[config.mk]
export PLATFORM = sky130hd
export DESIGN_NAME = imu_frame_smooth_and_tilt_unit
export DESIGN_NICKNAME = d
export VERILOG_FILES = /design/src/rtl/ifst_pkg.sv /design/src/rtl/ifst_dp.sv /design/src/rtl/ifst_ctrl.sv /design/src/rtl/imu_frame_smooth_and_tilt_unit.sv
export SDC_FILE = /design/constraint.sdc
export NUM_CORES = 2
export LEC_CHECK = 0
export BUFFER_PORTS_ARGS = -buffer_cell sky130_fd_sc_hd__buf_4
export CELL_PAD_IN_SITES_DETAIL_PLACEMENT = 1
export CELL_PAD_IN_SITES_GLOBAL_PLACEMENT = 2
export CORE_AREA = 2 2 361 506
export CTS_BUF_LIST = sky130_fd_sc_hd__clkbuf_4
export DETAILED_ROUTE_END_ITERATION = 12
export DIE_AREA = 0 0 363 508
export PLACE_DENSITY_LB_ADDON = 0.1
export SLEW_MARGIN = 20
export SYNTH_ARGS = -nofsm -noshare
export SYNTH_HDL_FRONTEND = slang
export SYNTH_HIERARCHICAL = 1
export SYNTH_SLANG_ARGS = --single-unit
[constraint.sdc]
create_clock -name clk -period 12.5 [get_ports clk]
set_input_delay 0.625 -clock clk [delete_from_list [all_inputs] [get_ports clk]]
set_output_delay 0.625 -clock clk [all_outputs]
set_load 0.1 [all_outputs]
[src/rtl/ifst_pkg.sv]
// Shared types, widths, operation codes and helper functions for the IMU frame
// smoother and tilt unit. No dependencies.
package ifst_pkg;

	localparam int FRAME_LENGTH      = 14;
	localparam int FRACTION_BITS_DEF = 8;
	localparam int CORDIC_STEPS_DEF  = 16;

	localparam logic [3:0] LAST_BYTE = 4'(FRAME_LENGTH - 1);

	localparam logic [15:0] WEIGHT_RESET = 16'd52429;
	localparam logic [15:0] GSCALE_RESET = 16'd1001;

	localparam int MUL_W  = 25;
	localparam int PRD_W  = 50;
	localparam int SUM_W  = 52;
	localparam int RAD_W  = 48;
	localparam int ROOT_W = 24;
	localparam int REM_W  = 27;
	localparam int CX_W   = 45;
	localparam int Z_W    = 27;
	localparam int ANG_W  = 17;

	localparam int ANGLE_LIMIT = 46080;
	localparam int ANG_SHIFT   = 8;
	localparam int ANG_HALF    = 128;
	localparam int BASE_180    = 180 * 65536;

	localparam int OP_W = 4;
	localparam logic [OP_W-1:0] OP_IDLE  = 4'd0;
	localparam logic [OP_W-1:0] OP_SM_A  = 4'd1;
	localparam logic [OP_W-1:0] OP_SM_B  = 4'd2;
	localparam logic [OP_W-1:0] OP_SM_C  = 4'd3;
	localparam logic [OP_W-1:0] OP_RT_A  = 4'd4;
	localparam logic [OP_W-1:0] OP_RT_B  = 4'd5;
	localparam logic [OP_W-1:0] OP_SQ_A  = 4'd6;
	localparam logic [OP_W-1:0] OP_SQ_B  = 4'd7;
	localparam logic [OP_W-1:0] OP_SQ_C  = 4'd8;
	localparam logic [OP_W-1:0] OP_SQRT  = 4'd9;
	localparam logic [OP_W-1:0] OP_CINIT = 4'd10;
	localparam logic [OP_W-1:0] OP_CSTEP = 4'd11;
	localparam logic [OP_W-1:0] OP_CFIN  = 4'd12;

	typedef struct packed {
		logic [OP_W-1:0] op;
		logic [1:0]      sel;
		logic [4:0]      iter;
		logic            byte_we;
		logic [3:0]      byte_idx;
		logic            load_out;
	} ifst_cmd_t;

	function automatic logic signed [23:0] sat24(input logic signed [SUM_W-1:0] v);
		logic signed [SUM_W-1:0] hi;
		logic signed [SUM_W-1:0] lo;
		hi = SUM_W'(8388607);
		lo = SUM_W'(-8388608);
		if (v > hi)
			sat24 = 24'sh7FFFFF;
		else if (v < lo)
			sat24 = 24'sh800000;
		else
			sat24 = v[23:0];
	endfunction

	// atan(2^-i) in degrees, Q.16
	function automatic logic [22:0] atan_q16(input logic [4:0] i);
		case (i)
			5'd0:  atan_q16 = 23'd2949120;
			5'd1:  atan_q16 = 23'd1740967;
			5'd2:  atan_q16 = 23'd919879;
			5'd3:  atan_q16 = 23'd466945;
			5'd4:  atan_q16 = 23'd234379;
			5'd5:  atan_q16 = 23'd117304;
			5'd6:  atan_q16 = 23'd58666;
			5'd7:  atan_q16 = 23'd29335;
			5'd8:  atan_q16 = 23'd14668;
			5'd9:  atan_q16 = 23'd7334;
			5'd10: atan_q16 = 23'd3667;
			5'd11: atan_q16 = 23'd1833;
			5'd12: atan_q16 = 23'd917;
			5'd13: atan_q16 = 23'd458;
			5'd14: atan_q16 = 23'd229;
			5'd15: atan_q16 = 23'd115;
			5'd16: atan_q16 = 23'd57;
			5'd17: atan_q16 = 23'd29;
			5'd18: atan_q16 = 23'd14;
			5'd19: atan_q16 = 23'd7;
			5'd20: atan_q16 = 23'd4;
			5'd21: atan_q16 = 23'd2;
			5'd22: atan_q16 = 23'd1;
			default: atan_q16 = 23'd0;
		endcase
	endfunction

endpackage

[src/rtl/ifst_dp.sv]
// Datapath: byte assembly, raw stores, shared multiplier, smoother, rate scaling,
// bit-serial square root, CORDIC vectoring and result registers. Uses ifst_pkg.
module ifst_dp #(
	parameter int FRACTION_BITS = ifst_pkg::FRACTION_BITS_DEF
) (
	input  logic                      clk,
	input  logic                      arst_n,
	input  ifst_pkg::ifst_cmd_t       cmd,
	input  logic [7:0]                data_byte,
	input  logic [15:0]               smoothing_weight,
	input  logic [15:0]               gyro_scale,
	output logic signed [23:0]        accel_x_smooth,
	output logic signed [23:0]        accel_y_smooth,
	output logic signed [23:0]        accel_z_smooth,
	output logic signed [23:0]        rate_x,
	output logic signed [23:0]        rate_y,
	output logic signed [23:0]        rate_z,
	output logic signed [16:0]        roll_angle,
	output logic signed [16:0]        pitch_angle
);

	localparam int RSH  = 16 - FRACTION_BITS;
	localparam int HALF = (FRACTION_BITS < 16) ? 2 ** (15 - FRACTION_BITS) : 0;

	logic [7:0]                          held_q;
	logic [15:0]                         raw_accel_q [3];
	logic [15:0]                         raw_rate_q [3];
	logic signed [23:0]                  sm_q [3];
	logic signed [23:0]                  rate_q [3];
	logic signed [ifst_pkg::ANG_W-1:0]   angle_q [2];
	logic                                first_q;
	logic signed [ifst_pkg::PRD_W-1:0]   prod_q;
	logic signed [ifst_pkg::PRD_W-1:0]   acc_q;
	logic [ifst_pkg::RAD_W-1:0]          rad_q;
	logic [ifst_pkg::REM_W-1:0]          rem_q;
	logic [ifst_pkg::ROOT_W-1:0]         root_q;
	logic signed [ifst_pkg::CX_W-1:0]    cx_q;
	logic signed [ifst_pkg::CX_W-1:0]    cy_q;
	logic signed [ifst_pkg::Z_W-1:0]     z_q;
	logic signed [ifst_pkg::Z_W-1:0]     base_q;
	logic                                zero_q;

	logic signed [ifst_pkg::MUL_W-1:0]   mul_a;
	logic signed [ifst_pkg::MUL_W-1:0]   mul_b;
	logic [16:0]                         w_new;
	logic signed [ifst_pkg::SUM_W-1:0]   sm_sum;
	logic signed [ifst_pkg::SUM_W-1:0]   target;
	logic signed [23:0]                  sm_new;
	logic signed [ifst_pkg::SUM_W-1:0]   rt_sum;
	logic signed [23:0]                  rt_new;
	logic [ifst_pkg::REM_W-1:0]          rem_n;
	logic [ifst_pkg::REM_W-1:0]          trial;
	logic signed [ifst_pkg::MUL_W-1:0]   yin;
	logic signed [ifst_pkg::MUL_W-1:0]   ysel;
	logic                                az_pos;
	logic                                x_neg;
	logic signed [ifst_pkg::CX_W-1:0]    xs;
	logic signed [ifst_pkg::CX_W-1:0]    ys;
	logic signed [ifst_pkg::Z_W-1:0]     at;
	logic signed [ifst_pkg::Z_W-1:0]     zs;
	logic signed [ifst_pkg::Z_W-1:0]     zr;
	logic signed [ifst_pkg::ANG_W-1:0]   ang_new;
	logic [3:0]                          rate_off;
	logic [15:0]                         word;

	assign w_new  = 17'd65536 - {1'b0, smoothing_weight};
	assign word   = {held_q, data_byte};
	assign rate_off = cmd.byte_idx - 4'd8;

	// multiplier operand select
	always_comb begin
		mul_a = '0;
		mul_b = '0;
		case (cmd.op)
			ifst_pkg::OP_SM_A: begin
				mul_a = {sm_q[cmd.sel][23], sm_q[cmd.sel]};
				mul_b = {9'b0, smoothing_weight};
			end
			ifst_pkg::OP_SM_B: begin
				mul_a = {{9{raw_accel_q[cmd.sel][15]}}, raw_accel_q[cmd.sel]};
				mul_b = {8'b0, w_new};
			end
			ifst_pkg::OP_RT_A: begin
				mul_a = {{9{raw_rate_q[cmd.sel][15]}}, raw_rate_q[cmd.sel]};
				mul_b = {9'b0, gyro_scale};
			end
			ifst_pkg::OP_SQ_A: begin
				if (cmd.sel == 2'd0) begin
					mul_a = {sm_q[1][23], sm_q[1]};
				end else begin
					mul_a = {sm_q[0][23], sm_q[0]};
				end
				mul_b = mul_a;
			end
			ifst_pkg::OP_SQ_B: begin
				mul_a = {sm_q[2][23], sm_q[2]};
				mul_b = mul_a;
			end
			default: begin
				mul_a = '0;
				mul_b = '0;
			end
		endcase
	end

	always_comb begin
		sm_sum = {{2{acc_q[ifst_pkg::PRD_W-1]}}, acc_q}
			+ ({{2{prod_q[ifst_pkg::PRD_W-1]}}, prod_q} <<< FRACTION_BITS);
		target = {{(ifst_pkg::SUM_W-16){raw_accel_q[cmd.sel][15]}}, raw_accel_q[cmd.sel]}
			<<< FRACTION_BITS;
		if (first_q)
			sm_new = ifst_pkg::sat24(target);
		else
			sm_new = ifst_pkg::sat24(sm_sum >>> 16);
		rt_sum = {{2{prod_q[ifst_pkg::PRD_W-1]}}, prod_q} + ifst_pkg::SUM_W'(HALF);
		rt_new = ifst_pkg::sat24(rt_sum >>> RSH);
	end

	// one root bit per step
	assign rem_n = {rem_q[ifst_pkg::REM_W-3:0], rad_q[ifst_pkg::RAD_W-1 -: 2]};
	assign trial = {1'b0, root_q, 2'b01};

	// roll: atan2(ax, m); pitch: atan2(-ay, m); m takes the opposite sign of az
	always_comb begin
		if (cmd.sel == 2'd0)
			yin = {sm_q[0][23], sm_q[0]};
		else
			yin = -{sm_q[1][23], sm_q[1]};
		az_pos = !sm_q[2][23] && (sm_q[2] != 24'sd0);
		x_neg  = az_pos && (root_q != '0);
		ysel   = x_neg ? -yin : yin;
	end

	always_comb begin
		xs = cx_q >>> cmd.iter;
		ys = cy_q >>> cmd.iter;
		at = $signed({4'b0, ifst_pkg::atan_q16(cmd.iter)});
		zs = z_q + base_q + ifst_pkg::Z_W'(ifst_pkg::ANG_HALF);
		zr = zs >>> ifst_pkg::ANG_SHIFT;
		if (zero_q)
			ang_new = '0;
		else if (zr > ifst_pkg::Z_W'(ifst_pkg::ANGLE_LIMIT))
			ang_new = ifst_pkg::ANG_W'(ifst_pkg::ANGLE_LIMIT);
		else if (zr < ifst_pkg::Z_W'(-ifst_pkg::ANGLE_LIMIT))
			ang_new = ifst_pkg::ANG_W'(-ifst_pkg::ANGLE_LIMIT);
		else
			ang_new = zr[ifst_pkg::ANG_W-1:0];
	end

	always_ff @(posedge clk or negedge arst_n) begin
		if (!arst_n) begin
			held_q  <= '0;
			first_q <= 1'b1;
			for (int i = 0; i < 3; i++) begin
				sm_q[i] <= '0;
			end
		end else begin
			if (cmd.byte_we && !cmd.byte_idx[0]) begin
				held_q <= data_byte;
			end
			if (cmd.op == ifst_pkg::OP_SM_C) begin
				sm_q[cmd.sel] <= sm_new;
				if (cmd.sel == 2'd2) begin
					first_q <= 1'b0;
				end
			end
		end
	end

	always_ff @(posedge clk) begin
		if (cmd.byte_we && cmd.byte_idx[0]) begin
			if (cmd.byte_idx < 4'd6) begin
				raw_accel_q[cmd.byte_idx[2:1]] <= word;
			end else if (cmd.byte_idx >= 4'd9) begin
				raw_rate_q[rate_off[2:1]] <= word;
			end
		end

		prod_q <= mul_a * mul_b;

		case (cmd.op)
			ifst_pkg::OP_SM_B: begin
				acc_q <= prod_q + ifst_pkg::PRD_W'(32768);
			end
			ifst_pkg::OP_RT_B: begin
				rate_q[cmd.sel] <= rt_new;
			end
			ifst_pkg::OP_SQ_B: begin
				acc_q <= prod_q;
			end
			ifst_pkg::OP_SQ_C: begin
				rad_q  <= acc_q[ifst_pkg::RAD_W-1:0] + prod_q[ifst_pkg::RAD_W-1:0];
				rem_q  <= '0;
				root_q <= '0;
			end
			ifst_pkg::OP_SQRT: begin
				rad_q <= rad_q << 2;
				if (rem_n >= trial) begin
					rem_q  <= rem_n - trial;
					root_q <= {root_q[ifst_pkg::ROOT_W-2:0], 1'b1};
				end else begin
					rem_q  <= rem_n;
					root_q <= {root_q[ifst_pkg::ROOT_W-2:0], 1'b0};
				end
			end
			ifst_pkg::OP_CINIT: begin
				cx_q   <= ifst_pkg::CX_W'({root_q, 16'b0});
				cy_q   <= ifst_pkg::CX_W'($signed({ysel, 16'b0}));
				z_q    <= '0;
				zero_q <= (root_q == '0) && (yin == '0);
				if (!x_neg)
					base_q <= '0;
				else if (!yin[ifst_pkg::MUL_W-1])
					base_q <= ifst_pkg::Z_W'(ifst_pkg::BASE_180);
				else
					base_q <= ifst_pkg::Z_W'(-ifst_pkg::BASE_180);
			end
			ifst_pkg::OP_CSTEP: begin
				if (!cy_q[ifst_pkg::CX_W-1]) begin
					cx_q <= cx_q + ys;
					cy_q <= cy_q - xs;
					z_q  <= z_q + at;
				end else begin
					cx_q <= cx_q - ys;
					cy_q <= cy_q + xs;
					z_q  <= z_q - at;
				end
			end
			ifst_pkg::OP_CFIN: begin
				angle_q[cmd.sel[0]] <= ang_new;
			end
			default: begin
			end
		endcase

		if (cmd.load_out) begin
			accel_x_smooth <= sm_q[0];
			accel_y_smooth <= sm_q[1];
			accel_z_smooth <= sm_q[2];
			rate_x         <= rate_q[0];
			rate_y         <= rate_q[1];
			rate_z         <= rate_q[2];
			roll_angle     <= angle_q[0];
			pitch_angle    <= angle_q[1];
		end
	end

endmodule

[src/rtl/ifst_ctrl.sv]
// Controller: byte position tracking, compute sequencer and output handshake.
// Drives the datapath through ifst_pkg::ifst_cmd_t.
module ifst_ctrl #(
	parameter int CORDIC_STEPS = ifst_pkg::CORDIC_STEPS_DEF
) (
	input  logic                clk,
	input  logic                arst_n,
	input  logic                in_valid,
	input  logic                frame_start,
	output logic                in_stall,
	output logic                out_valid,
	input  logic                out_stall,
	output ifst_pkg::ifst_cmd_t cmd
);

	localparam logic [3:0] S_IDLE  = 4'd0;
	localparam logic [3:0] S_SM_A  = 4'd1;
	localparam logic [3:0] S_SM_B  = 4'd2;
	localparam logic [3:0] S_SM_C  = 4'd3;
	localparam logic [3:0] S_RT_A  = 4'd4;
	localparam logic [3:0] S_RT_B  = 4'd5;
	localparam logic [3:0] S_SQ_A  = 4'd6;
	localparam logic [3:0] S_SQ_B  = 4'd7;
	localparam logic [3:0] S_SQ_C  = 4'd8;
	localparam logic [3:0] S_SQRT  = 4'd9;
	localparam logic [3:0] S_CINIT = 4'd10;
	localparam logic [3:0] S_CSTEP = 4'd11;
	localparam logic [3:0] S_CFIN  = 4'd12;
	localparam logic [3:0] S_OUT   = 4'd13;

	localparam logic [4:0] SQRT_LAST  = 5'(ifst_pkg::ROOT_W - 1);
	localparam logic [4:0] CSTEP_LAST = 5'(CORDIC_STEPS - 1);

	logic [3:0] state_q;
	logic [3:0] pos_q;
	logic [1:0] sel_q;
	logic [4:0] cnt_q;
	logic       out_valid_q;

	logic       in_acc;
	logic       take;
	logic [3:0] idx;
	logic       out_free;

	assign in_stall  = (state_q != S_IDLE);
	assign out_valid = out_valid_q;
	assign in_acc    = in_valid && !in_stall;
	assign idx       = frame_start ? 4'd0 : pos_q;
	// bytes with no frame open are dropped
	assign take      = in_acc && (frame_start || (pos_q != 4'd0));
	assign out_free  = !out_valid_q || !out_stall;

	always_comb begin
		cmd.sel      = sel_q;
		cmd.iter     = cnt_q;
		cmd.byte_we  = take;
		cmd.byte_idx = idx;
		cmd.load_out = (state_q == S_OUT) && out_free;
		case (state_q)
			S_SM_A:  cmd.op = ifst_pkg::OP_SM_A;
			S_SM_B:  cmd.op = ifst_pkg::OP_SM_B;
			S_SM_C:  cmd.op = ifst_pkg::OP_SM_C;
			S_RT_A:  cmd.op = ifst_pkg::OP_RT_A;
			S_RT_B:  cmd.op = ifst_pkg::OP_RT_B;
			S_SQ_A:  cmd.op = ifst_pkg::OP_SQ_A;
			S_SQ_B:  cmd.op = ifst_pkg::OP_SQ_B;
			S_SQ_C:  cmd.op = ifst_pkg::OP_SQ_C;
			S_SQRT:  cmd.op = ifst_pkg::OP_SQRT;
			S_CINIT: cmd.op = ifst_pkg::OP_CINIT;
			S_CSTEP: cmd.op = ifst_pkg::OP_CSTEP;
			S_CFIN:  cmd.op = ifst_pkg::OP_CFIN;
			default: cmd.op = ifst_pkg::OP_IDLE;
		endcase
	end

	always_ff @(posedge clk or negedge arst_n) begin
		if (!arst_n) begin
			state_q     <= S_IDLE;
			pos_q       <= 4'd0;
			sel_q       <= 2'd0;
			cnt_q       <= 5'd0;
			out_valid_q <= 1'b0;
		end else begin
			// a new result loaded in S_OUT keeps valid high
			if (out_valid_q && !out_stall && (state_q != S_OUT)) begin
				out_valid_q <= 1'b0;
			end
			if (take) begin
				pos_q <= (idx == ifst_pkg::LAST_BYTE) ? 4'd0 : idx + 4'd1;
			end
			case (state_q)
				S_IDLE: begin
					if (take && (idx == ifst_pkg::LAST_BYTE)) begin
						state_q <= S_SM_A;
						sel_q   <= 2'd0;
					end
				end
				S_SM_A: state_q <= S_SM_B;
				S_SM_B: state_q <= S_SM_C;
				S_SM_C: begin
					if (sel_q == 2'd2) begin
						state_q <= S_RT_A;
						sel_q   <= 2'd0;
					end else begin
						state_q <= S_SM_A;
						sel_q   <= sel_q + 2'd1;
					end
				end
				S_RT_A: state_q <= S_RT_B;
				S_RT_B: begin
					if (sel_q == 2'd2) begin
						state_q <= S_SQ_A;
						sel_q   <= 2'd0;
					end else begin
						state_q <= S_RT_A;
						sel_q   <= sel_q + 2'd1;
					end
				end
				S_SQ_A: state_q <= S_SQ_B;
				S_SQ_B: state_q <= S_SQ_C;
				S_SQ_C: begin
					state_q <= S_SQRT;
					cnt_q   <= 5'd0;
				end
				S_SQRT: begin
					if (cnt_q == SQRT_LAST) begin
						state_q <= S_CINIT;
					end else begin
						cnt_q <= cnt_q + 5'd1;
					end
				end
				S_CINIT: begin
					state_q <= S_CSTEP;
					cnt_q   <= 5'd0;
				end
				S_CSTEP: begin
					if (cnt_q == CSTEP_LAST) begin
						state_q <= S_CFIN;
					end else begin
						cnt_q <= cnt_q + 5'd1;
					end
				end
				S_CFIN: begin
					if (sel_q == 2'd1) begin
						state_q <= S_OUT;
					end else begin
						state_q <= S_SQ_A;
						sel_q   <= 2'd1;
					end
				end
				S_OUT: begin
					// hold until the output register is free
					if (out_free) begin
						out_valid_q <= 1'b1;
						state_q     <= S_IDLE;
					end
				end
				default: state_q <= S_IDLE;
			endcase
		end
	end

	a_last_byte_starts: assert property (@(posedge clk) disable iff (!arst_n)
		take && (idx == ifst_pkg::LAST_BYTE) |=> state_q == S_SM_A)
		else $error("last byte did not start the compute sequence");

	a_pos_in_frame: assert property (@(posedge clk) disable iff (!arst_n)
		pos_q <= ifst_pkg::LAST_BYTE)
		else $error("byte position outside the frame");

	a_cstep_bound: assert property (@(posedge clk) disable iff (!arst_n)
		state_q == S_CSTEP |-> cnt_q <= CSTEP_LAST)
		else $error("CORDIC step count overran");

	a_out_loaded: assert property (@(posedge clk) disable iff (!arst_n)
		(state_q == S_OUT) && out_free |=> out_valid_q && (state_q == S_IDLE))
		else $error("result not presented after load");

endmodule

[src/rtl/imu_frame_smooth_and_tilt_unit.sv]
// Top level of the IMU frame smoother and tilt unit: APB register file plus the
// controller and datapath. Uses ifst_pkg, ifst_ctrl and ifst_dp.
//
// Bytes of a 14-byte sensor burst are taken one per cycle while the unit is idle.
// After the 14th byte the input stalls while the unit computes: three steps per
// accel axis and two per gyro axis on one shared multiplier, then per angle a
// 24-bit square root (one root bit a cycle) and one CORDIC rotation a cycle. If
// the previous result has not been taken when the sequence ends, the stall lasts
// until it is.
module imu_frame_smooth_and_tilt_unit #(
	parameter int FRACTION_BITS = ifst_pkg::FRACTION_BITS_DEF,
	parameter int CORDIC_STEPS  = ifst_pkg::CORDIC_STEPS_DEF
) (
	input  logic               clk,
	input  logic               arst_n,
	input  logic               psel,
	input  logic               penable,
	input  logic               pwrite,
	input  logic [2:0]         paddr,
	input  logic [31:0]        pwdata,
	output logic [31:0]        prdata,
	output logic               pready,
	input  logic               in_valid,
	output logic               in_stall,
	input  logic [7:0]         data_byte,
	input  logic               frame_start,
	output logic               out_valid,
	input  logic               out_stall,
	output logic signed [23:0] accel_x_smooth,
	output logic signed [23:0] accel_y_smooth,
	output logic signed [23:0] accel_z_smooth,
	output logic signed [23:0] rate_x,
	output logic signed [23:0] rate_y,
	output logic signed [23:0] rate_z,
	output logic signed [16:0] roll_angle,
	output logic signed [16:0] pitch_angle
);

	logic [15:0]         weight_q;
	logic [15:0]         gscale_q;
	logic                cfg_we;
	ifst_pkg::ifst_cmd_t cmd;

	assign pready = 1'b1;
	assign cfg_we = psel && penable && pwrite && pready;
	assign prdata = paddr[2] ? {16'b0, gscale_q} : {16'b0, weight_q};

	always_ff @(posedge clk or negedge arst_n) begin
		if (!arst_n) begin
			weight_q <= ifst_pkg::WEIGHT_RESET;
			gscale_q <= ifst_pkg::GSCALE_RESET;
		end else if (cfg_we) begin
			if (paddr[2])
				gscale_q <= pwdata[15:0];
			else
				weight_q <= pwdata[15:0];
		end
	end

	ifst_ctrl #(
		.CORDIC_STEPS(CORDIC_STEPS)
	) u_ctrl (
		.clk        (clk),
		.arst_n     (arst_n),
		.in_valid   (in_valid),
		.frame_start(frame_start),
		.in_stall   (in_stall),
		.out_valid  (out_valid),
		.out_stall  (out_stall),
		.cmd        (cmd)
	);

	ifst_dp #(
		.FRACTION_BITS(FRACTION_BITS)
	) u_dp (
		.clk             (clk),
		.arst_n          (arst_n),
		.cmd             (cmd),
		.data_byte       (data_byte),
		.smoothing_weight(weight_q),
		.gyro_scale      (gscale_q),
		.accel_x_smooth  (accel_x_smooth),
		.accel_y_smooth  (accel_y_smooth),
		.accel_z_smooth  (accel_z_smooth),
		.rate_x          (rate_x),
		.rate_y          (rate_y),
		.rate_z          (rate_z),
		.roll_angle      (roll_angle),
		.pitch_angle     (pitch_angle)
	);

endmodule
==> summary.md <==
| Metric | Value |
|---|---|
| Die area | 184000 sq um |
| # rows | 185 |
| Chip height | 508 um |
| Clk buf depth | 4 |
| Gpl congestion | slightly above 0.9 |
| Final worst slack | 1.31 ns |
| Detailed-route DRC error count | 0 |
| Worst Path Max Fanout | 19 |
| First-pass GRT wire length | 416000 um |
| Starting Density | 0.426 |
| FF-to-FF End | u_dp/prod_q[49] |
| Fill cell total of the finished layout | between 20000 and 25000 |
| Clock buffer count from CTS | 222 |
| R2r setup slk | 1.31 ns |
| Clock root cell | clkbuf_4 |
| Fin. Hold Viols | 0 |
| Vias in the first global route | 66400 |
| Clock slew at reported path FFs | 0.07 ns |
| Share of cells above drive strength 1 | 0.128 |
| Buffers on Ports | 228 |
| Flops & latches, synth | just over 800 |
| Post-synthesis sequential area ratio | 0.309 |
| Status | finished, final reports clean |
| Skew-Pair Late Insertion Delay | about 1.3 ns |
| Initial antenna violation count | 11 |
| Least-Margin Pin Slew | 1.27 ns |
| Power per Cell Area | 68.2 nW/um^2 |
| Post-synth top cells | inv_1, nand2_1, nor2_1 |
| Skew final | around 0.27 ns |
| Fin crit period | 11.19 ns |
| CTS tree | built |
| F_max | around 0.089 GHz |
| Mapped Cells | 7890 |
| Synthesized area | 76800 sq um |
| Largest cells by area after synthesis | edfxtp_1, fa_1, ha_1 |
| Min-delay src | data_byte[0] |
| Top FF cell, synth | edfxtp_1 |
| Vias per inst | 5.78 |
| Total core area | 180000 sq um |
| Setup WS pre-CTS | 1.05 ns |
| Detailed-route via count | between 60000 and 70000 |
| EDFF count, synth | 648 |
| Crit Path Class | reg2reg |
| Worst endpoint data arrival time | 12.41 ns |
| Most common cell in the netlist | inv_1 |
| Reg2Reg Depth | 34 |
| Critical Path RT | 13.72 ns |
| Lkg Pwr | 37.9 nW |
| Final count of pins violating max slew | 0 |
| Maximum VDD drop | around 73 uV |
| CP endpoint kind | flip-flop |
| Overall Global Routing Usage | 0.299 |
| Die W | about 360 um |
| Final setup fails | 0 |
| Syn Area/Cell | about 9.7 sq um |
| Setup TNS | 0 ns |
| Slowest cell on the critical path | fa_1 |
| Slew headroom | 0.148 |
| Hold depth | 2 |
| Area Growth Syn to Fin | 10.0% |
| Yosys warning total | 6 |
| Startpoint class of the critical path | flip-flop |
| Drt first pass iters | 5 |
| Hold Path Class | in2reg |
| Slowest stage delay, CP | 0.78 ns |
| Final #Nets | 9230 |
| FF-to-FF Start | u_ctrl/state_q[0] |
| I/O pins | 264 |
| Yosys cell types | 115 |
| Largest net degree at the start of global routing | 85 |
| Initial drt markers | 3548 |
| Grt total ovfl | 0 |
| Worst path buffer plus inverter count | 7 |
| HPWL after DPL | roughly 220000 um |
| Crit-path most repeated cell | fa_1 |
| Sink Count | approximately 830 |
| Detailed Route WL | ~280000 um |
| FFs w/ async S/R, synth | 0.156 |
| Post-CTS setup buffer count | 0 |
| H-tree levels | 4 |
| Hold EP | u_dp/raw_rate_q[2][0] |
| ANT nets after route | 0 |
| Final worst-path cycle share | 0.895 |
| Avg WL per Cell | 26.1 um |
| Top cell type by total area after synthesis | edfxtp_1 |
| Unrepaired setup endpoints after global routing | no |
| Synth top area share | 0.253 |
| Max-cap violations | 0 |
| Delay-heaviest family, CP | adder cells |
-- timing repair --
action / in CTS / in global routing
endpoints found under the hold margin: 167 / 0
hold buffers: 44 / 0
resized for setup: 0 / 0
-- power by group --
part           internal [mW]  switching (mW)
clock                   1.29            1.24
combinational         0.0756           0.165
sequential              2.96          0.0326
total                   4.32            1.44
-- cells by family after synthesis --
| group | Yosys count | synth area share |
|---|---|---|
| AND/OR/NAND/NOR | 2319 | 0.135 |
| AO/OA/AOI/OAI | 1525 | 0.126 |
| buffers and inverters | 1295 | 0.0661 |
| adder cells (fa/ha/maj) | 1039 | 0.232 |
| flip-flops | 827 | 0.309 |
| XOR/XNOR | 466 | 0.0531 |
| multiplexers | 417 | 0.0780 |
| other | 2 | 0.0000978 |
-- through the flow --
step                      utilization  hold WS, ns  total power [mW]  area [sq um]  cells
after floorplan                     -        0.329              3.22         76900   7905
after global placement          0.450        0.402              3.27         81100  10200
after detailed placement        0.450        0.406              3.28         81100  10200
after CTS                       0.468       0.0625              5.86         84500  10700
after global routing            0.468        0.104              5.99         84500  10700
final                           0.469        0.193              5.76         84500  10700
-- area by class of cell --
cell class | instances | area [sq um] | share of cell area
tap | 2337 | 2920 | 0.0346
clock inverter | 93 | 577 | 0.00683
sequential | 827 | 23700 | 0.281
clock buffer | 307 | 2300 | 0.0273
antenna | 6 | 15.0 | 0.000178
multi-input combinational | 5783 | 48400 | 0.573
timing repair buffer | 404 | 3170 | 0.0376
inverter | 902 | 3390 | 0.0401
-- registers in the layout (all words and copies together) (netlist names), 45 cells and up --
register	cells
u_dp/acc_q	50
u_dp/sm_q	72
u_dp/raw_rate_q	48
u_dp/cx_q	45
u_dp/rad_q	48
u_dp/rate_q	72
u_dp/raw_accel_q	48
u_dp/cy_q	45
u_dp/prod_q	50
-- per-layer routing --
layer | track usage | wire length [um] | up-vias
met5 | 0 | 55 | -
met3 | 0.0336 | 10600 | 652
met1 | 0.333 | 104000 | 31600
li1 | - | - | 27700
met2 | 0.552 | 147000 | 1590
met4 | 0.165 | 16900 | 8
-- worst register-to-register path, delay by kind of cell, from the launching register on --
family / cells / cell delay (ns)
and+or+nand+nor: 5 / 2.31
adders and majority gates: 8 / 4.32
buffers and inverters: 7 / 1.14
AOI/OAI and AO/OA: 13 / 2.90
DFF: 1 / 0.56
xor gates and xnor gates: 1 / 0.13
-- worst max path at each step --
stage,cells after the start,end,slack [ns],start
floorplan,1,u_dp/accel_x_smooth[0],2.24,u_ctrl/out_valid
global placement,34,u_dp/prod_q[49],1.10,u_ctrl/state_q[0]
detailed placement,34,u_dp/prod_q[49],1.05,u_ctrl/state_q[0]
CTS,34,u_dp/prod_q[49],1.28,u_ctrl/state_q[0]
global route,34,u_dp/prod_q[49],0.69,u_ctrl/state_q[0]
finish,34,u_dp/prod_q[49],1.31,u_ctrl/state_q[0]
-- layout by cell type, fill, tap and decap left out, drive strengths merged, types with 307 or more instances in the layout --
| master | n |
|---|---|
| ha | 393 |
| clkbuf | 307 |
| o21ai | 341 |
| edfxtp | 648 |
| fa | 646 |
| a21oi | 484 |
| inv | 903 |
| nor2 | 736 |
| nand2 | 892 |
| buf | 361 |
Note: power is estimated with default switching activity, not from simulation.
